==> src/nbps_pkg.sv <==
`default_nettype none

package nbps_pkg;

   // Table geometry and field widths
   localparam int TABLE_DEPTH = 64;
   localparam int POS_W       = 20;
   localparam int IDX_W       = $clog2(TABLE_DEPTH);
   localparam int SUM_W       = IDX_W + 2;
   localparam int ENTRY_W     = 6;
   localparam int BAR_W       = 6;
   localparam int BW_W        = 16;
   localparam int NBARS_W     = 6;
   localparam int DIST_W      = POS_W + 1;
   localparam int EXT_W       = ((POS_W > BW_W) ? POS_W : BW_W) + 3;

   // Configuration port
   localparam int CSR_IDX_W   = 1;
   localparam int CSR_DATA_W  = 16;
   localparam logic [CSR_IDX_W-1:0] CSR_BAR_WIDTH      = 1'd0;
   localparam logic [CSR_IDX_W-1:0] CSR_INSTALLED_BARS = 1'd1;
   localparam logic [BW_W-1:0]      BAR_WIDTH_RESET    = 16'd1536;
   localparam logic [NBARS_W-1:0]   INSTALLED_RESET    = 6'd46;

   // Request operations
   localparam logic OP_LOAD   = 1'b0;
   localparam logic OP_LOOKUP = 1'b1;

   typedef enum logic [7:0] {
      S_IDLE     = 8'b0000_0001,
      S_FIRST    = 8'b0000_0010,
      S_CHECK    = 8'b0000_0100,
      S_SEARCH   = 8'b0000_1000,
      S_LOW_READ = 8'b0001_0000,
      S_NB_LO    = 8'b0010_0000,
      S_NB_HI    = 8'b0100_0000,
      S_OUT      = 8'b1000_0000
   } state_type;

   typedef enum logic [2:0] {
      RD_FIRST,
      RD_LAST,
      RD_MID_INIT,
      RD_MID_STEP,
      RD_BELOW,
      RD_ABOVE
   } rd_sel_type;

   typedef enum logic [2:0] {
      RES_ZERO,
      RES_ONE,
      RES_MID,
      RES_BELOW,
      RES_ABOVE
   } res_sel_type;

   typedef struct packed {
      logic        load_wr;
      logic        start;
      rd_sel_type  rd_sel;
      logic        keep_first;
      logic        init_search;
      logic        step_search;
      logic        mid_from_first;
      logic        set_res;
      res_sel_type res_sel;
      logic        publish;
   } cmd_type;

   typedef struct packed {
      logic out_range;
      logic at_first;
      logic init_done;
      logic step_done;
      logic has_below;
      logic has_above;
      logic nearer;
   } status_type;

endpackage

`default_nettype wire

==> src/nbps_datapath.sv <==
`default_nettype none

module nbps_datapath (
   input  wire logic                                    clock,
   input  wire logic                                    reset,
   input  wire logic                                    csr_write_enable,
   input  wire logic [nbps_pkg::CSR_IDX_W-1:0]          csr_index,
   input  wire logic [nbps_pkg::CSR_DATA_W-1:0]         csr_data,
   input  wire logic [nbps_pkg::ENTRY_W-1:0]            req_entry_index,
   input  wire logic signed [nbps_pkg::POS_W-1:0]       req_entry_position,
   input  wire logic signed [nbps_pkg::POS_W-1:0]       req_query_position,
   input  wire nbps_pkg::cmd_type                       cmd,
   output nbps_pkg::status_type                         status,
   output logic [nbps_pkg::BAR_W-1:0]                   rsp_bar_number
);

   localparam int POS_W   = nbps_pkg::POS_W;
   localparam int IDX_W   = nbps_pkg::IDX_W;
   localparam int SUM_W   = nbps_pkg::SUM_W;
   localparam int BAR_W   = nbps_pkg::BAR_W;
   localparam int DIST_W  = nbps_pkg::DIST_W;
   localparam int EXT_W   = nbps_pkg::EXT_W;

   // Configuration registers
   logic [nbps_pkg::BW_W-1:0]    bar_width_ff;
   logic [nbps_pkg::NBARS_W-1:0] installed_ff;

   // Position memory
   logic signed [POS_W-1:0] pos_mem [nbps_pkg::TABLE_DEPTH];
   logic signed [POS_W-1:0] rd_data_ff;
   logic [IDX_W-1:0]        rd_addr;
   logic                    wr_ok;

   // Search state
   logic signed [POS_W-1:0] y_ff;
   logic signed [POS_W-1:0] t1_ff;
   logic [IDX_W-1:0]        n_ff;
   logic [IDX_W-1:0]        n_sat;
   logic signed [SUM_W-1:0] lo_ff;
   logic signed [SUM_W-1:0] hi_ff;
   logic [IDX_W-1:0]        jm_ff;
   logic [DIST_W-1:0]       dmid_ff;
   logic [BAR_W-1:0]        res_ff;
   logic [BAR_W-1:0]        res_in;
   logic [BAR_W-1:0]        bar_ff;

   logic signed [SUM_W-1:0] jm_s;
   logic signed [SUM_W-1:0] lo_in;
   logic signed [SUM_W-1:0] hi_in;
   logic signed [SUM_W-1:0] sum_step;
   logic [SUM_W-1:0]        sum_init;
   logic [IDX_W-1:0]        mid_step;
   logic [IDX_W-1:0]        mid_init;
   logic [IDX_W:0]          jm_up;
   logic                    ge;

   logic signed [EXT_W-1:0] y2;
   logic signed [EXT_W-1:0] bw_x;
   logic signed [EXT_W-1:0] lim_lo;
   logic signed [EXT_W-1:0] lim_hi;
   logic [DIST_W-1:0]       dist_now;
   logic [DIST_W-1:0]       dist_first;

   function automatic logic [DIST_W-1:0] abs_diff(input logic signed [POS_W-1:0] a,
                                                   input logic signed [POS_W-1:0] b);
      logic signed [DIST_W-1:0] d;
      d = DIST_W'(a) - DIST_W'(b);
      return d[DIST_W-1] ? DIST_W'(-d) : DIST_W'(d);
   endfunction

   always_ff @(posedge clock) begin
      if (reset) begin
         bar_width_ff <= nbps_pkg::BAR_WIDTH_RESET;
         installed_ff <= nbps_pkg::INSTALLED_RESET;
      end else if (csr_write_enable) begin
         if (csr_index == nbps_pkg::CSR_BAR_WIDTH) begin
            bar_width_ff <= nbps_pkg::BW_W'(csr_data);
         end
         if (csr_index == nbps_pkg::CSR_INSTALLED_BARS) begin
            installed_ff <= nbps_pkg::NBARS_W'(csr_data);
         end
      end
   end

   assign n_sat = (32'(installed_ff) > 32'(nbps_pkg::TABLE_DEPTH - 1)) ?
                  IDX_W'(nbps_pkg::TABLE_DEPTH - 1) : IDX_W'(installed_ff);

   assign wr_ok = 32'(req_entry_index) < 32'(nbps_pkg::TABLE_DEPTH);

   // Search arithmetic
   assign jm_s     = signed'(SUM_W'(jm_ff));
   assign ge       = y_ff >= rd_data_ff;
   assign lo_in    = ge ? jm_s : lo_ff;
   assign hi_in    = ge ? hi_ff : jm_s;
   assign sum_step = hi_in + lo_in;
   assign mid_step = IDX_W'(sum_step >>> 1);
   assign sum_init = SUM_W'(n_ff) - SUM_W'(1);
   assign mid_init = IDX_W'(sum_init >> 1);
   assign jm_up    = {1'b0, jm_ff} + (IDX_W+1)'(1);

   always_comb begin
      unique case (cmd.rd_sel)
         nbps_pkg::RD_FIRST:    rd_addr = IDX_W'(1);
         nbps_pkg::RD_LAST:     rd_addr = n_ff;
         nbps_pkg::RD_MID_INIT: rd_addr = mid_init;
         nbps_pkg::RD_MID_STEP: rd_addr = mid_step;
         nbps_pkg::RD_BELOW:    rd_addr = jm_ff - IDX_W'(1);
         nbps_pkg::RD_ABOVE:    rd_addr = jm_ff + IDX_W'(1);
         default:               rd_addr = IDX_W'(1);
      endcase
   end

   always_ff @(posedge clock) begin
      if (cmd.load_wr && wr_ok) begin
         pos_mem[IDX_W'(req_entry_index)] <= req_entry_position;
      end
      rd_data_ff <= pos_mem[rd_addr];
   end

   // Range limits on doubled positions, so half a bar needs no rounding
   assign y2     = EXT_W'(y_ff) <<< 1;
   assign bw_x   = signed'(EXT_W'(bar_width_ff));
   assign lim_lo = (EXT_W'(t1_ff) <<< 1) - bw_x;
   assign lim_hi = (EXT_W'(rd_data_ff) <<< 1) + bw_x;

   assign dist_now   = abs_diff(y_ff, rd_data_ff);
   assign dist_first = abs_diff(y_ff, t1_ff);

   assign status.out_range = (y2 < lim_lo) || (y2 > lim_hi);
   assign status.at_first  = y_ff <= t1_ff;
   assign status.init_done = n_ff == '0;
   assign status.step_done = (hi_in - lo_in) <= signed'(SUM_W'(1));
   assign status.has_below = jm_ff != '0;
   assign status.has_above = 32'(jm_up) < 32'(nbps_pkg::TABLE_DEPTH);
   assign status.nearer    = dist_now < dmid_ff;

   always_comb begin
      unique case (cmd.res_sel)
         nbps_pkg::RES_ZERO:  res_in = '0;
         nbps_pkg::RES_ONE:   res_in = BAR_W'(1);
         nbps_pkg::RES_MID:   res_in = BAR_W'(jm_ff);
         nbps_pkg::RES_BELOW: res_in = BAR_W'(jm_ff - IDX_W'(1));
         nbps_pkg::RES_ABOVE: res_in = BAR_W'(jm_up);
         default:             res_in = '0;
      endcase
   end

   always_ff @(posedge clock) begin
      if (cmd.start) begin
         y_ff <= req_query_position;
         n_ff <= n_sat;
      end
      if (cmd.keep_first) begin
         t1_ff <= rd_data_ff;
      end
      if (cmd.init_search) begin
         lo_ff <= -signed'(SUM_W'(1));
         hi_ff <= signed'(SUM_W'(n_ff));
         jm_ff <= mid_init;
      end
      if (cmd.step_search) begin
         lo_ff   <= lo_in;
         hi_ff   <= hi_in;
         dmid_ff <= dist_now;
         // keep the last midpoint once the range has closed
         if (!status.step_done) begin
            jm_ff <= mid_step;
         end
      end
      if (cmd.mid_from_first) begin
         jm_ff   <= IDX_W'(1);
         dmid_ff <= dist_first;
      end
      if (cmd.set_res) begin
         res_ff <= res_in;
      end
      if (cmd.publish) begin
         bar_ff <= res_ff;
      end
   end

   assign rsp_bar_number = bar_ff;

endmodule

`default_nettype wire

==> src/nbps_ctrl.sv <==
`default_nettype none

module nbps_ctrl (
   input  wire logic                 clock,
   input  wire logic                 reset,
   input  wire logic                 req_valid,
   input  wire logic                 req_operation,
   output logic                      req_ready,
   output logic                      rsp_valid,
   input  wire logic                 rsp_ready,
   input  wire nbps_pkg::status_type status,
   output nbps_pkg::cmd_type         cmd
);

   nbps_pkg::state_type state_ff;
   nbps_pkg::state_type state_in;
   logic                rsp_valid_ff;
   logic                rsp_valid_in;

   always_comb begin
      state_in      = state_ff;
      req_ready     = 1'b0;
      cmd           = '0;
      cmd.rd_sel    = nbps_pkg::RD_FIRST;
      cmd.res_sel   = nbps_pkg::RES_ZERO;

      unique case (state_ff)
         nbps_pkg::S_IDLE: begin
            req_ready = 1'b1;
            if (req_valid) begin
               if (req_operation == nbps_pkg::OP_LOAD) begin
                  cmd.load_wr = 1'b1;
               end else begin
                  cmd.start = 1'b1;
                  state_in  = nbps_pkg::S_FIRST;
               end
            end
         end
         nbps_pkg::S_FIRST: begin
            cmd.keep_first = 1'b1;
            cmd.rd_sel     = nbps_pkg::RD_LAST;
            state_in       = nbps_pkg::S_CHECK;
         end
         nbps_pkg::S_CHECK: begin
            priority if (status.out_range) begin
               cmd.set_res = 1'b1;
               cmd.res_sel = nbps_pkg::RES_ZERO;
               state_in    = nbps_pkg::S_OUT;
            end else if (status.at_first) begin
               cmd.set_res = 1'b1;
               cmd.res_sel = nbps_pkg::RES_ONE;
               state_in    = nbps_pkg::S_OUT;
            end else if (status.init_done) begin
               // empty range: midpoint stays on the first entry
               cmd.mid_from_first = 1'b1;
               state_in           = nbps_pkg::S_LOW_READ;
            end else begin
               cmd.init_search = 1'b1;
               cmd.rd_sel      = nbps_pkg::RD_MID_INIT;
               state_in        = nbps_pkg::S_SEARCH;
            end
         end
         nbps_pkg::S_SEARCH: begin
            cmd.step_search = 1'b1;
            if (status.step_done) begin
               cmd.rd_sel = nbps_pkg::RD_BELOW;
               state_in   = nbps_pkg::S_NB_LO;
            end else begin
               cmd.rd_sel = nbps_pkg::RD_MID_STEP;
            end
         end
         nbps_pkg::S_LOW_READ: begin
            cmd.rd_sel = nbps_pkg::RD_BELOW;
            state_in   = nbps_pkg::S_NB_LO;
         end
         nbps_pkg::S_NB_LO: begin
            if (status.has_below && status.nearer) begin
               cmd.set_res = 1'b1;
               cmd.res_sel = nbps_pkg::RES_BELOW;
               state_in    = nbps_pkg::S_OUT;
            end else begin
               cmd.rd_sel = nbps_pkg::RD_ABOVE;
               state_in   = nbps_pkg::S_NB_HI;
            end
         end
         nbps_pkg::S_NB_HI: begin
            cmd.set_res = 1'b1;
            cmd.res_sel = (status.has_above && status.nearer) ?
                          nbps_pkg::RES_ABOVE : nbps_pkg::RES_MID;
            state_in    = nbps_pkg::S_OUT;
         end
         nbps_pkg::S_OUT: begin
            // hold until the output register is free
            if (!rsp_valid_ff || rsp_ready) begin
               cmd.publish = 1'b1;
               state_in    = nbps_pkg::S_IDLE;
            end
         end
         default: begin
            state_in = nbps_pkg::S_IDLE;
         end
      endcase
   end

   always_comb begin
      rsp_valid_in = rsp_valid_ff;
      if (cmd.publish) begin
         rsp_valid_in = 1'b1;
      end else if (rsp_ready) begin
         rsp_valid_in = 1'b0;
      end
   end

   always_ff @(posedge clock) begin
      if (reset) begin
         state_ff     <= nbps_pkg::S_IDLE;
         rsp_valid_ff <= 1'b0;
      end else begin
         state_ff     <= state_in;
         rsp_valid_ff <= rsp_valid_in;
      end
   end

   assign rsp_valid = rsp_valid_ff;

endmodule

`default_nettype wire

==> src/nearest_bar_position_search.sv <==
// Channel  Dir  Handshake            Payload
// req      in   req_valid/req_ready  operation, entry_index, entry_position, query_position
// rsp      out  rsp_valid/rsp_ready  bar_number
// csr      in   csr_write_enable     csr_index, csr_data
//
// A load request is written while the block stays idle. A lookup outside the bars or at or
// below the first entry finishes after the range check; any other lookup runs a binary
// search over the installed entries, then checks the lower neighbor of the midpoint and,
// unless it is nearer, the upper one; each step is paced by one registered read.
// Reset clears control state and the configuration registers only. A result waits in
// the output register; loads pass meanwhile, but a finished lookup holds the input off.
`default_nettype none

module nearest_bar_position_search (
   input  wire logic                                clock,
   input  wire logic                                reset,
   input  wire logic                                req_valid,
   output logic                                     req_ready,
   input  wire logic                                req_operation,
   input  wire logic [nbps_pkg::ENTRY_W-1:0]        req_entry_index,
   input  wire logic signed [nbps_pkg::POS_W-1:0]   req_entry_position,
   input  wire logic signed [nbps_pkg::POS_W-1:0]   req_query_position,
   output logic                                     rsp_valid,
   input  wire logic                                rsp_ready,
   output logic [nbps_pkg::BAR_W-1:0]               rsp_bar_number,
   input  wire logic                                csr_write_enable,
   input  wire logic [nbps_pkg::CSR_IDX_W-1:0]      csr_index,
   input  wire logic [nbps_pkg::CSR_DATA_W-1:0]     csr_data
);

   nbps_pkg::cmd_type    cmd;
   nbps_pkg::status_type status;

   nbps_ctrl u_ctrl (
      .clock         (clock),
      .reset         (reset),
      .req_valid     (req_valid),
      .req_operation (req_operation),
      .req_ready     (req_ready),
      .rsp_valid     (rsp_valid),
      .rsp_ready     (rsp_ready),
      .status        (status),
      .cmd           (cmd)
   );

   nbps_datapath u_datapath (
      .clock              (clock),
      .reset              (reset),
      .csr_write_enable   (csr_write_enable),
      .csr_index          (csr_index),
      .csr_data           (csr_data),
      .req_entry_index    (req_entry_index),
      .req_entry_position (req_entry_position),
      .req_query_position (req_query_position),
      .cmd                (cmd),
      .status             (status),
      .rsp_bar_number     (rsp_bar_number)
   );

endmodule

`default_nettype wire
==> config.mk <==
export PLATFORM = sky130hd
export DESIGN_NAME = nearest_bar_position_search
export DESIGN_NICKNAME = d
export VERILOG_FILES = /design/src/nbps_pkg.sv /design/src/nbps_datapath.sv /design/src/nbps_ctrl.sv /design/src/nearest_bar_position_search.sv
export SDC_FILE = /design/constraint.sdc
export NUM_CORES = 2
export LEC_CHECK = 0
export BUFFER_PORTS_ARGS = -buffer_cell sky130_fd_sc_hd__buf_2
export CAP_MARGIN = 20
export CORE_MARGIN = 2
export CORE_UTILIZATION = 60
export DETAILED_ROUTE_END_ITERATION = 6
export GPL_TIMING_DRIVEN = 0
export PLACE_DENSITY = 0.76
export SLEW_MARGIN = 40
export SYNTH_ARGS = -nofsm -noshare
export SYNTH_HDL_FRONTEND = slang
export SYNTH_HIERARCHICAL = 1
export SYNTH_SLANG_ARGS = --single-unit
==> constraint.sdc <==
create_clock -name clock -period 10.4 [get_ports clock]
set_input_delay 2.6 -clock clock [delete_from_list [all_inputs] [get_ports clock]]
set_output_delay 2.6 -clock clock [all_outputs]
set_load 0.03 [all_outputs]
Yosys cells after proc, flatten, opt, wreduce, memory -nomap -nowiden
Memories as Yosys holds them, arrays and structs flattened. A register that Yosys moved wholly into a read port is not among the register bits. Cells that the tools add are included.

Output and inout port bits: 8. Memories: 1. Register bits: 132. Input bits: 69. Memory bits (writable): 1280. Logic and storage cells: 124.

Bitwise gates (word level): 1. $add $sub $neg: 12. Muxes and demuxes: 56. Equality and inequality tests: 21. $lt $le $gt $ge: 7. Reduce and logical (&&, ||, !) cells: 13.

Memory list: u_datapath.pos_mem (depth 64, width 20, rd ports 1, clocked after Yosys merged registers in 1, write ports 1, line nbps_datapath.sv:29) `logic signed [POS_W-1:0] pos_mem [nbps_pkg::TABLE_DEPTH];`.

Operator list (number): 8-bit two-way mux (13); 21-bit two-way mux (4); 8-bit case mux with 8 select lines (1); 21-bit negator (2); 20-bit by 20-bit subtractor with 21-bit output (2); 6-bit case mux with 5 select lines (1); 6-bit case mux with 4 select lines (1); 21-bit by 17-bit adder with 22-bit output (1); 21-bit by 22-bit > comparator with 1-bit output (1); 21-bit by 22-bit < comparator with 1-bit output (1); 21-bit by 17-bit subtractor with 22-bit output (1); 21-bit < comparator (1); 20-bit greater-or-equal comparator (1); 20-bit less-or-equal comparator (1); 1-bit two-way mux (19); 6-bit two-way mux (3); 3-bit two-way mux (5); 3-bit case mux with 5 select lines (1); 3-bit by 2-bit == test with 1-bit output (second input constant) (4); 4-bit two-way mux (3); 4-bit case mux with 3 select lines (1); 3-bit == test (second input constant) (3); 8-bit by 1-bit == test with 1-bit output (second input constant) (1); 8-bit by 2-bit == test with 1-bit output (second input constant) (1); other kinds (28) (38).

Logic depth before layout (Yosys ltp)
Depth after elaboration: 9. Mapped depth: 39. Mapped depth without buffers: 35.

Modules after synthesis
Netlist, hierarchy kept.

Modules (own cells, without submodules): nbps_datapath (area an instance 63288.2 µm², times used 1, cells each 5020, seq. area each 42250.5 µm²); nbps_ctrl (area an instance 646.9 µm², times used 1, cells each 87, seq. area each 180.2 µm²).

Least setup slack after synthesis
Ideal clock, no wire load.

Path kind: flip-flop to flip-flop. Start point: register u_datapath.y_ff[3]. End point: register u_datapath.rd_data_ff[18], read port of u_datapath.pos_mem. Arrival time: 7.614 ns. Period minus slack after synthesis: 7.740 ns. Stages on the path, launching flop included: 36. Path buffers: 6. Data required time: 10.274 ns. Library setup time: 0.126 ns. Path slack: 2.660 ns. Cell sequence: edfxtp_1 -> ha_1 -> a21o_1 -> and2_4 -> nor4b_1 -> o21ai_1 -> a21oi_1 -> clkbuf_1 -> buf_1 -> mux2i_1 -> inv_1 -> ha_1 -> inv_1 -> a21oi_1 -> nor2_1 -> or3_1 -> a2bb2o_1 -> a31oi_1 -> o21ai_1 -> xnor2_2 -> nand2_1 -> nand3b_1 -> nand3_1 -> inv_1 -> nor2_1 -> a22oi_1 -> o22ai_1 -> clkbuf_1 -> clkbuf_1 -> clkbuf_1 -> clkbuf_1 -> a31oi_1 -> a211oi_1 -> a21oi_1 -> a21oi_1 -> mux2i_1.

RTL lines: start: declaration (line nbps_datapath.sv:35) `logic signed [POS_W-1:0] y_ff;`; start signal: assignment (line nbps_datapath.sv:150) `y_ff <= req_query_position;`; end: declaration (line nbps_datapath.sv:30) `logic signed [POS_W-1:0] rd_data_ff;`.

==> reports/results.ini <==
[status]
status = complete, but fails checks
violations = design-rule violations

[setup_path]
required_ns = 11.07
r2r_end = u_datapath/rd_data_ff[10]$_DFF_P_
max_stage_delay_ns = 0.61
r2r_slack_ns = 0.27
cp_num_buf_inv = 6
rr_worst_depth = 38
r2r-start = u_datapath/y_ff[0]$_DFFE_PP_
worstSetupPathType = register to register
cp-start-kind = register
critPathMaxFanout = 10
crit_family = compound AO/OA/AOI/OAI gates
worst_path_max_delay_cell = clkbuf_1
cp-end-kind = register
cp.arrival_ns = 10.80

[power_and_ir_drop]
ir_drop_mv = 0.181
total_power_mw = 13.5
power.density_mw_per_mm2 = 186
total_leakage_power_nw = 24.7

[synthesis]
synth_warnings = 6
netlist_area_mm2 = 0.0639
syn_inst = 5107
synth-seq-cells = 1432
synth_cell_types = 87
avgSynthCellArea_um2 = 12.5
synth_nets = 5330
yosysSeqAreaShare_pct = 66.4
synth_top_flop_cell = edfxtp_1
synthArstFlopShare_pct = 0
synth_edf_count = 1375

[worst_hold_path]
min_to = u_datapath/rsp_bar_number[1]$_DFFE_PP_
hold_class = register to register
min_from = u_datapath/res_ff[1]$_DFFE_PP_
hold_depth = 0

[cells_and_area]
drive_above_1_share_pct = 10.6
final_area_mm2 = 0.0728
syn_to_final_growth_pct = 13.9
layout.nets = 5619

[cts]
cts_root_buf = clkbuf_16
cts_buffer_depth = 3
clk_latency_ns = 0.80
clock-sinks = 1432
hold_buffers = 0
cts.reportedPaths.clkPinSlew_ns = 0.06
cts_tree = yes
cts_buffers = 146
htree_levels = 4

[timing]
worst_slew_pin_slew_ns = 0.941
finalHoldViolations = 0
max_freq_mhz = 98.7
slew_viol_final = 0
finClkSkew_ns = 0.0457
whs_ns = 0.417
finalCritPeriodShare_pct = 97.4
relSlewSlack_pct = 37.2
setup_viol = 0
rsz0062_at_grt = false
setup_ws_ns = 0.271
post-route-min-period_ns = 10.13

[place]
gp_congestion = 1.06
dp_slack_ns = -1.18
port_buffers = 71
place_hpwl_um = 128000
dpl-instance-area_mm2 = 0.0678

[die]
core_area_mm2 = 0.105
die_h_um = 330
die_w_um = 330
initial_utilization_pct = 60.7
boundaryPins = 77
dieArea_mm2 = 0.109
placementRows = 119

[routing]
via_per_inst = 6.53
drt_iter0_markers = 6210
drc = 1
vias = 45114
dr.pass1.iters = 6
drt_wl_total_um = 188000
drtAntennaViolNets = 0
wl_per_cell_um = 27.2

[grt]
grt_pass1_wl_um = 270000
grt_util_all_layers_pct = 34.2
grt_overflow = 0
grt_max_degree = 65
antenna_found_initial = 10
grt_pass1_vias = 42988

[job]
maxCapViolCount = 0

==> flip-flops by register name, indices dropped and copies added (netlist names), 8 cells and up <==
name                     flops
u_ctrl/state_ff              8
u_datapath/t1_ff            20
u_datapath/hi_ff             8
u_datapath/rd_data_ff       20
u_datapath/pos_mem        1280
u_datapath/dmid_ff          21
u_datapath/bar_width_ff     16
u_datapath/lo_ff             8
u_datapath/y_ff             20
==> per-stage QoR <==
| stage | utilization [%] | instances | setup TNS [ns] |
|---|---|---|---|
| after floorplan | - | 5107 | 0 |
| after global placement | 62.6 | 6569 | -38.85 |
| after detailed placement | 64.3 | 6631 | -17.97 |
| after CTS | 68.8 | 6895 | 0 |
| after global routing | 69.1 | 6905 | 0 |
| final | 69.1 | 6913 | 0 |
==> report_power, final <==
part | switching (mW) | internal (mW)
clock network | 2.22 | 2.88
registers | 0.0468 | 6.39
logic | 1.29 | 0.675
==> worst register-to-register path, delay by kind of cell (launching register included) <==
family	cells	cell delay, ns
buffers and inverters	6	1.88
AO/OA/AOI/OAI	17	3.85
flip-flops	1	0.42
XOR/XNOR	1	0.17
AND/OR/NAND/NOR	8	1.96
adder cells (fa/ha/maj)	3	0.89
multiplexers	3	0.90
==> layout by cell type, fill, tap and decap left out, types with 31 or more instances in the layout <==
cell type,count
edfxtp_1,1375
nand2_1,933
a211oi_1,294
clkbuf_1,264
and2_1,247
a21oi_1,196
a311oi_1,160
ha_1,149
clkbuf_16,147
inv_1,121
nor2_1,118
nand3_1,118
o21ai_0,105
a31oi_1,99
xnor2_1,74
buf_2,62
nor2_4,62
and3_1,57
dfxtp_1,57
clkbuf_2,56
o211ai_1,47
nand3b_1,44
mux2i_1,40
xor2_1,40
a311o_1,40
nor2b_1,34
clkinv_1,33
a21o_1,32
buf_4,31
==> Yosys cell counts, types with 57 or more instances <==
master	count	share of area (%)
a211oi_1	294	3.5
a21oi_1	208	1.6
a311oi_1	163	2.2
a31oi_1	100	0.98
and2_1	247	2.4
and3_1	58	0.57
clkbuf_1	304	1.8
dfxtp_1	57	1.8
edfxtp_1	1375	65
ha_1	149	2.9
inv_1	122	0.72
nand2_1	935	5.5
nand3_1	122	0.96
nor2_1	181	1.1
o21ai_0	122	0.96
xnor2_1	74	1.0
==> how the worst max path moves through the flow <==
stage                                 startpoint                                 to  slack, ns  depth (start not counted)
CTS                 u_datapath/y_ff[6]$_DFFE_PP_   u_datapath/rd_data_ff[7]$_DFF_P_      0.007                         34
detailed placement  u_datapath/y_ff[3]$_DFFE_PP_   u_datapath/rd_data_ff[1]$_DFF_P_      -1.18                         34
global placement    u_datapath/y_ff[6]$_DFFE_PP_   u_datapath/rd_data_ff[1]$_DFF_P_      -2.33                         34
finish              u_datapath/y_ff[0]$_DFFE_PP_  u_datapath/rd_data_ff[10]$_DFF_P_       0.27                         38
floorplan           u_datapath/y_ff[3]$_DFFE_PP_  u_datapath/rd_data_ff[18]$_DFF_P_       2.66                         35
global route        u_datapath/y_ff[0]$_DFFE_PP_   u_datapath/rd_data_ff[1]$_DFF_P_       0.07                         38
==> per-layer routing <==
metal	vias up	track usage, %	part of all wire [%]
met5	-	0	0.037
met3	624	7.95	11
met4	10	20.0	6.5
li1	19804	-	-
met2	2873	54.3	46
met1	21803	43.3	36
==> area by class of cell <==
type	instances	area [um^2]
diodes	8	20.0
plain buffers	320	1320
clock buffers	176	3810
clock inverters	90	847
fillers	7208	32600
inverters	123	462
multi-input cells	3230	20500
flip-flops and latches	1432	42400
well taps	1391	1740
repair buffers	143	1700
==> logic make-up (layout without fill, tap and decap cells) <==
group | count (synthesis) | in the layout | synth area share, %
and+or+nand+nor | 1768 | 1768 | 12.9
DFF | 1432 | 1432 | 66.4
AOI/OAI and AO/OA | 1130 | 1130 | 12.4
buffers and inverters | 445 | 852 | 2.62
adders and majority gates | 154 | 154 | 3.07
xor gates and xnor gates | 115 | 115 | 1.59
muxes | 63 | 63 | 1.03
other | 0 | 8 | 0
==> what timing repair did <==
item	CTS	global route
cloned	0	0
resized for setup	57	66
pin swaps	0	2
setup endpoints to repair	20	20
buffers inserted	0	6
Power figures use the tool's default switching activity.
